`config.mk`:
```
export PLATFORM = sky130hd
export DESIGN_NAME = size_class_pool_allocator
export DESIGN_NICKNAME = d
export VERILOG_FILES = /design/src/scpa_pkg.sv /design/src/size_class_pool_allocator.sv /design/src/scpa_ram.sv
export SDC_FILE = /design/constraint.sdc
export NUM_CORES = 1
export LEC_CHECK = 0
export ABC_CLOCK_PERIOD_IN_PS = 13310
export BUFFER_PORTS_ARGS = -buffer_cell sky130_fd_sc_hd__buf_2
export CORE_MARGIN = 3
export CORE_UTILIZATION = 35
export DETAILED_ROUTE_END_ITERATION = 10
export GPL_TIMING_DRIVEN = 0
export PLACE_DENSITY_LB_ADDON = 0.15
export SYNTH_ARGS = -nofsm -noshare
export SYNTH_HDL_FRONTEND = slang
export SYNTH_HIERARCHICAL = 1
export SYNTH_SLANG_ARGS = --single-unit
export TNS_END_PERCENT = 1
```
`constraint.sdc`:
```
create_clock -name clk -period 13.31 [get_ports clk]
set_clock_uncertainty 0.15 [all_clocks]
set_input_delay 2.662 -clock clk [delete_from_list [all_inputs] [get_ports clk]]
set_output_delay 2.662 -clock clk [all_outputs]
set_load 0.02 [all_outputs]
```
`src/scpa_pkg.sv`:
```
// Shared types, constants and helpers of the size-class pool allocator.
// Used by the allocator top level; depends on nothing else.
`timescale 1ns / 1ps
`default_nettype none

package scpa_pkg;

  localparam int ADDR_W      = 25;
  localparam int SIZE_W      = 32;
  localparam int STATUS_W    = 3;
  localparam int CLASS_W     = 3;
  localparam int SLOT_W      = 5;
  localparam int NUM_CLASSES = 6;
  localparam int KOFF_W      = 6;
  localparam int PROD_W      = 23;

  localparam int SLOTS_DEF           = 32;
  localparam int PARTITION_BYTES_DEF = 4194304;

  localparam logic [SIZE_W-1:0] DELEGATED_SIZE = 32'd8;

  localparam logic [STATUS_W-1:0] ST_OK        = 3'd0;
  localparam logic [STATUS_W-1:0] ST_NO_SLOT   = 3'd1;
  localparam logic [STATUS_W-1:0] ST_BAD_SIZE  = 3'd2;
  localparam logic [STATUS_W-1:0] ST_NOT_FOUND = 3'd3;
  localparam logic [STATUS_W-1:0] ST_DELEGATED = 3'd4;

  typedef logic [16:0] stride_t;

  localparam stride_t STRIDE [NUM_CLASSES] = '{
    17'd19, 17'd131, 17'd1027, 17'd8195, 17'd32771, 17'd65539
  };

  localparam logic [SIZE_W-1:0] BLOCK [NUM_CLASSES] = '{
    32'd16, 32'd128, 32'd1024, 32'd8192, 32'd32768, 32'd65536
  };

  typedef struct packed {
    logic              operation;
    logic [SIZE_W-1:0] request_size;
    logic [ADDR_W-1:0] block_address;
  } in_beat_t;

  typedef struct packed {
    logic [STATUS_W-1:0] status;
    logic [ADDR_W-1:0]   granted_address;
    logic [CLASS_W-1:0]  size_class;
    logic [SLOT_W-1:0]   slot_index;
  } out_beat_t;

  function automatic logic [ADDR_W-1:0] slot_offset(input logic [CLASS_W-1:0] cls,
                                                    input logic [KOFF_W-1:0] k);
    logic [PROD_W-1:0] stride;
    logic [PROD_W-1:0] prod;
    stride = '0;
    case (cls)
      3'd0: stride = PROD_W'(STRIDE[0]);
      3'd1: stride = PROD_W'(STRIDE[1]);
      3'd2: stride = PROD_W'(STRIDE[2]);
      3'd3: stride = PROD_W'(STRIDE[3]);
      3'd4: stride = PROD_W'(STRIDE[4]);
      3'd5: stride = PROD_W'(STRIDE[5]);
      default: stride = '0;
    endcase
    prod = PROD_W'(k) * stride;
    return ADDR_W'(prod);
  endfunction

endpackage

`default_nettype wire

```
`src/size_class_pool_allocator.sv`:
```
// Size-class pool allocator: six fixed-stride partitions with used and issued maps.
// Depends on scpa_pkg and scpa_ram.
// An accepted beat and its class map read are registered first, then the result is
// registered once the output is not stalled. No new request is taken while one is
// pending, set by the read-modify-write of the class map memory (read, modify, write).
// Reset clears one valid bit per class entry; an unwritten entry reads as all free and
// never issued, so no clearing pass is needed.
`timescale 1ns / 1ps
`default_nettype none

module size_class_pool_allocator #(
  parameter int SLOTS           = scpa_pkg::SLOTS_DEF,
  parameter int PARTITION_BYTES = scpa_pkg::PARTITION_BYTES_DEF
) (
  input  wire logic                clk,
  input  wire logic                rst_n,
  input  wire logic                in_valid,
  output logic                     in_stall,
  input  wire scpa_pkg::in_beat_t  in_data,
  output logic                     out_valid,
  input  wire logic                out_stall,
  output scpa_pkg::out_beat_t      out_data
);

  localparam int WORD_W = 2 * SLOTS;
  localparam int K_W    = (SLOTS > 1) ? $clog2(SLOTS) : 1;
  localparam int CA_W   = $clog2(scpa_pkg::NUM_CLASSES);

  typedef enum logic [1:0] {
    KIND_NORM  = 2'd0,
    KIND_BAD   = 2'd1,
    KIND_DELEG = 2'd2
  } kind_t;

  logic [SLOTS-1:0]            lim_mask  [scpa_pkg::NUM_CLASSES];
  logic [scpa_pkg::ADDR_W-1:0] base_addr [scpa_pkg::NUM_CLASSES];

  for (genvar c = 0; c < scpa_pkg::NUM_CLASSES; c++) begin : g_class
    localparam int FIT  = PARTITION_BYTES / int'(scpa_pkg::STRIDE[c]);
    localparam int LIMC = (FIT < SLOTS) ? FIT : SLOTS;
    localparam logic [63:0] BASE64 = 64'(c) * 64'(PARTITION_BYTES);
    assign base_addr[c] = BASE64[scpa_pkg::ADDR_W-1:0];
    for (genvar k = 0; k < SLOTS; k++) begin : g_slot
      assign lim_mask[c][k] = (k < LIMC);
    end
  end

  logic                  accept;
  kind_t                 in_kind;
  logic [scpa_pkg::CLASS_W-1:0] in_cls;

  logic                         pend_r;
  kind_t                        kind_r;
  logic                         op_r;
  logic [scpa_pkg::CLASS_W-1:0] cls_r;
  logic [scpa_pkg::ADDR_W-1:0]  addr_r;
  logic                         rd_valid_r;
  logic [scpa_pkg::NUM_CLASSES-1:0] valid_r;
  logic                         out_valid_r;
  scpa_pkg::out_beat_t          out_data_r;

  logic [WORD_W-1:0] rd_data;
  logic [WORD_W-1:0] word;
  logic [SLOTS-1:0]  used;
  logic [SLOTS-1:0]  issued;
  logic [SLOTS-1:0]  mask;
  logic [scpa_pkg::ADDR_W-1:0] base;
  logic [scpa_pkg::ADDR_W-1:0] diff;
  logic [SLOTS-1:0]  avail;
  logic [SLOTS-1:0]  hit;
  logic              found_a;
  logic              found_f;
  logic [K_W-1:0]    k_a;
  logic [K_W-1:0]    k_f;
  logic              done;
  logic              wr_en;
  logic [WORD_W-1:0] wr_data;
  scpa_pkg::out_beat_t res;

  assign accept = in_valid && !in_stall;
  assign in_stall = pend_r;

  always_comb begin
    in_kind = KIND_BAD;
    in_cls  = '0;
    for (int c = scpa_pkg::NUM_CLASSES - 1; c >= 0; c--) begin
      if (in_data.request_size <= scpa_pkg::BLOCK[c]) begin
        in_kind = KIND_NORM;
        in_cls  = scpa_pkg::CLASS_W'(c);
      end
    end
    if (in_data.request_size == scpa_pkg::DELEGATED_SIZE) begin
      in_kind = KIND_DELEG;
      in_cls  = '0;
    end
  end

  scpa_ram #(
    .WIDTH(WORD_W),
    .DEPTH(scpa_pkg::NUM_CLASSES)
  ) u_map_ram (
    .clk    (clk),
    .wr_en  (wr_en),
    .wr_addr(cls_r[CA_W-1:0]),
    .wr_data(wr_data),
    .rd_en  (accept),
    .rd_addr(in_cls[CA_W-1:0]),
    .rd_data(rd_data)
  );

  always_comb begin
    word   = rd_valid_r ? rd_data : '0;
    used   = word[SLOTS-1:0];
    issued = word[WORD_W-1:SLOTS];
    mask   = lim_mask[cls_r];
    base   = base_addr[cls_r];
    diff   = addr_r - base;
    avail  = ~used & mask;
    for (int k = 0; k < SLOTS; k++) begin
      hit[k] = issued[k] && mask[k] &&
               (scpa_pkg::slot_offset(cls_r, scpa_pkg::KOFF_W'(k)) == diff);
    end
    found_a = 1'b0;
    found_f = 1'b0;
    k_a     = '0;
    k_f     = '0;
    for (int k = SLOTS - 1; k >= 0; k--) begin
      if (avail[k]) begin
        found_a = 1'b1;
        k_a     = K_W'(k);
      end
      if (hit[k]) begin
        found_f = 1'b1;
        k_f     = K_W'(k);
      end
    end
  end

  always_comb begin
    res     = '0;
    wr_en   = 1'b0;
    wr_data = word;
    done    = pend_r && (!out_valid_r || !out_stall);
    case (kind_r)
      KIND_DELEG: begin
        res.status = scpa_pkg::ST_DELEGATED;
      end
      KIND_BAD: begin
        res.status = scpa_pkg::ST_BAD_SIZE;
      end
      KIND_NORM: begin
        res.size_class = cls_r;
        if (!op_r) begin
          if (found_a) begin
            res.status          = scpa_pkg::ST_OK;
            res.granted_address = base +
                                  scpa_pkg::slot_offset(cls_r, scpa_pkg::KOFF_W'(k_a));
            res.slot_index      = scpa_pkg::SLOT_W'(k_a);
            wr_en               = done;
            wr_data[k_a]        = 1'b1;
            wr_data[SLOTS + int'(k_a)] = 1'b1;
          end else begin
            res.status = scpa_pkg::ST_NO_SLOT;
          end
        end else begin
          if (found_f) begin
            res.status          = scpa_pkg::ST_OK;
            res.granted_address = addr_r;
            res.slot_index      = scpa_pkg::SLOT_W'(k_f);
            wr_en               = done;
            wr_data[k_f]        = 1'b0;
          end else begin
            res.status = scpa_pkg::ST_NOT_FOUND;
          end
        end
      end
      default: begin
        res.status = scpa_pkg::ST_BAD_SIZE;
      end
    endcase
  end

  always_ff @(posedge clk) begin
    if (!rst_n) begin
      pend_r      <= 1'b0;
      valid_r     <= '0;
      out_valid_r <= 1'b0;
    end else begin
      if (accept) begin
        pend_r <= 1'b1;
      end else if (done) begin
        pend_r <= 1'b0;
      end
      if (wr_en) begin
        valid_r[cls_r[CA_W-1:0]] <= 1'b1;
      end
      if (done) begin
        out_valid_r <= 1'b1;
      end else if (out_valid_r && !out_stall) begin
        out_valid_r <= 1'b0;
      end
    end
  end

  always_ff @(posedge clk) begin
    if (accept) begin
      kind_r     <= in_kind;
      op_r       <= in_data.operation;
      cls_r      <= in_cls;
      addr_r     <= in_data.block_address;
      rd_valid_r <= valid_r[in_cls[CA_W-1:0]];
    end
    if (done) begin
      out_data_r <= res;
    end
  end

  assign out_valid = out_valid_r;
  assign out_data  = out_data_r;

endmodule

`default_nettype wire

```
`src/scpa_ram.sv`:
```
// Generic single-port-write, single-port-read RAM with a registered read.
// Stand-alone; no package dependencies.
`timescale 1ns / 1ps
`default_nettype none

module scpa_ram #(
  parameter int WIDTH = 64,
  parameter int DEPTH = 6
) (
  input  wire logic                                 clk,
  input  wire logic                                 wr_en,
  input  wire logic [(DEPTH > 1 ? $clog2(DEPTH) : 1)-1:0] wr_addr,
  input  wire logic [WIDTH-1:0]                     wr_data,
  input  wire logic                                 rd_en,
  input  wire logic [(DEPTH > 1 ? $clog2(DEPTH) : 1)-1:0] rd_addr,
  output logic      [WIDTH-1:0]                     rd_data
);

  logic [WIDTH-1:0] mem [DEPTH];

  always_ff @(posedge clk) begin
    if (wr_en) begin
      mem[wr_addr] <= wr_data;
    end
    if (rd_en) begin
      rd_data <= mem[rd_addr];
    end
  end

endmodule

`default_nettype wire
```
==> results_dict.tcl <==
set metrics [dict create \
    max_cap_violations 4 \
    worst_slack_ns 1.64 \
    critPathArrivalTime_ns 11.87 \
    cts.hold.buffers_added 0 \
    rows 111 \
    synthFlopType "edfxtp_1" \
    busiest_layer "met2" \
    first_global_vias 26296 \
    synth_edf_count 516 \
    initial_utilization_pct 35.4 \
    r2r_slack_ns 1.64 \
    worstSetupStartpointType "flop" \
    hold_ws_ns 0.348 \
    cts_root_buf "clkbuf_16" \
    groute.usage.overall_pct 29.9 \
    critPathCaptureType "flop" \
    slowest_delay_ns 0.83 \
    syn_area_per_cell_um2 10.8 \
    dp.cells 4384 \
    htreeDepth 2 \
    cts.path.max_buffers 3 \
    ys_types 102 \
    yosysWarnings 6 \
    cts_made_buffers 57 \
    post_cts_buffers 0 \
    dp_slack_ns 1.91 \
    drt_wl_total_um 149000 \
    viasPerCell 6.05 \
    antenna_found_initial 8 \
    dieWidth_um 311 \
    drt_iter0_markers 2776 \
    status "finished with violations" \
    crit_slowest_cell "o311ai_0" \
    synthesis.nets 3187 \
    yosys_register_bits 524 \
    clock_sinks 524 \
    fin_total_pwr_mw 4.08 \
    ios 100 \
    synthArstFlopShare_pct 0 \
    stdcell_area_um2 37300 \
    setup_viol 0 \
    reg2reg_to "u_map_ram/mem[1][47]" \
    cts_tree "done" \
    grtUsageMet3_pct 5.03 \
    gr-usage-met2_pct 46.7 \
    rr_startpoint "cls_r[0]" \
    fmax_ghz 0.0857 \
    power_leakage_nw 13.1 \
    drive_gt1_share_pct 11.8 \
    relSlewSlack_pct -1.52 \
    clkLatencyLatePin_ns 0.67 \
    syn_area_um2 32600 \
    hp-class "reg2reg" \
    dieArea_um2 96800 \
    use_met1_pct 40.0 \
    drc 0 \
    r2r_cells 32 \
    crit_start "cls_r[0]" \
    report.final.slew_viol_count 22 \
    path_clk_slew_ns 0.06 \
    layoutNonFillerInstCount 4495 \
    tns_ns 0 \
    ys_seq_area_share_pct 48.0 \
    areaGrowthSynthToFinish_pct 14.4 \
    violations "max-capacitance violations, max-slew violations" \
    gp_congestion 1.00 \
    hold_viol 0 \
    fin_crit_ns 11.67 \
    critPathCapture "u_map_ram/mem[1][47]" \
    fin_util_pct 40.5 \
    ir_worst_vdd_uv 114 \
    grt_overflow 0 \
    io_buffers 99 \
    synthCells 3006 \
    place_area_um2 35300 \
    die_h_um 311 \
    worstSetupPathType "reg2reg" \
    ant_nets 0 \
    hold_depth 2 \
    vias 27214 \
    dr.pass1.iters 8 \
    cp.required_ns 13.51 \
    post_drt_wl_per_cell_um 33.1 \
    fillers 9050 \
    coreArea_um2 91900 \
    postCtsResizedCells 0 \
    period_share_pct 87.7 \
    nets 3383 \
    grt_pass1_wl_um 207000 \
    hpwl_um 115000 \
    critPathMaxFanout 13 \
    power.density_nw_per_um2 109 \
    rsz0062_at_grt "false" \
    grt_max_degree 31 \
    worst_pin_slew_ns 1.52 \
]
==> cell usage in the layout (no fill, tap or decap), types with 26 or more instances in the layout <==
master     Yosys  routed
inv_1         59      59
o21ai_0       86      85
nand2_1      250     250
xor2_1        92      92
o211ai_1      26      26
nor3_1       101      97
and3_1        26      26
a21oi_1      134     134
a22oi_1       26      26
nor2_1       181     177
a22o_1        82      82
a21oi_2       28      28
buf_2         26     127
buf_1         28      26
ha_1         112     112
or3_1         26      26
xnor2_1      134     133
a31oi_1       29      29
buf_6         16      32
mux2i_1      205     205
edfxtp_1     516     516
nand2b_1      27      27
nand3_1       74      74
nor2b_1       45      44
clkbuf_16      0      58
nand4_1       58      58
or4_1         31      31
clkbuf_1     114     120
nor4_1        64      61
==> synthesized netlist by cell type (19+ instances only) <==
cell | count | area, µm²
a211oi_1 | 19 | 143
a21o_1 | 19 | 143
a21oi_1 | 134 | 671
a21oi_2 | 28 | 245
a22o_1 | 82 | 718
a22oi_1 | 26 | 195
a31oi_1 | 29 | 181
and2_1 | 21 | 131
and3_1 | 26 | 163
buf_1 | 28 | 105
buf_2 | 26 | 130
clkbuf_1 | 114 | 428
edfxtp_1 | 516 | 15500
ha_1 | 112 | 1400
inv_1 | 59 | 221
mux2i_1 | 205 | 2050
nand2_1 | 250 | 938
nand2b_1 | 27 | 169
nand3_1 | 74 | 370
nand3b_1 | 20 | 150
nand4_1 | 58 | 363
nor2_1 | 181 | 679
nor2b_1 | 45 | 282
nor3_1 | 101 | 505
nor4_1 | 64 | 400
o211ai_1 | 26 | 195
o21ai_0 | 86 | 430
or3_1 | 26 | 163
or4_1 | 31 | 233
xnor2_1 | 134 | 1170
xor2_1 | 92 | 806
==> layout make-up <==
cell class / count / area [µm²] / share of cell area, %
Multi-Input combinational cell: 2221 / 15800 / 42.3
Sequential cell: 524 / 15700 / 42.0
Tap cell: 1243 / 1560 / 4.17
Clock buffer: 65 / 1480 / 3.96
Timing Repair Buffer: 137 / 1090 / 2.93
Buffer: 193 / 997 / 2.67
Clock inverter: 42 / 453 / 1.21
Inverter: 68 / 258 / 0.691
Antenna cell: 2 / 5.00 / 0.0134
==> worst max-delay path: cells and delay by family, from the launching register on <==
family | cells | cell delay (ns)
adder cells (fa/ha/maj) | 4 | 1.73
AO/OA/AOI/OAI | 3 | 1.56
buffers and inverters | 13 | 3.56
flip-flops | 1 | 0.56
AND/OR/NAND/NOR | 11 | 3.52
XOR/XNOR | 1 | 0.21
==> routing by layer <==
layer	vias up	wire length, µm
met4	0	9050
li1	11901	-
met3	334	10300
met2	1284	65900
met5	-	0
met1	13695	63600
==> where the power goes <==
| part | internal (mW) | total (mW) | leakage, nW | switching [mW] |
|---|---|---|---|---|
| clock | 0.956 | 1.62 | 0.945 | 0.668 |
| combinational | 0.166 | 0.596 | 7.32 | 0.429 |
| sequential | 1.84 | 1.86 | 4.85 | 0.0209 |
==> how the worst min path moves through the flow <==
stage	startpoint	end	slack, ns
global route	valid_r[2]	valid_r[2]	0.39
finish	valid_r[0]	valid_r[0]	0.35
floorplan	valid_r[1]	valid_r[1]	0.30
detailed placement	valid_r[0]	valid_r[0]	0.33
CTS	valid_r[0]	valid_r[0]	0.35
global placement	valid_r[0]	valid_r[0]	0.32
==> sequential cells by signal (all words and copies together) (netlist names) <==
register,count
u_map_ram/mem,384
u_map_ram/rd_data,64
out_data,36
addr_r,25
valid_r,6
cls_r,3
kind_r,2
in_stall,1
op_r,1
out_valid,1
rd_valid_r,1
==> cell families after synthesis <==
kind of cell,count (synthesis),synth area share [%]
flops,524,48.0
simple gates,1035,17.0
buf+inv,261,3.84
mux,206,6.33
fa+ha+maj,119,4.73
compound gates,631,13.7
xor+xnor,230,6.36
(Power assumes the default switching activity.)
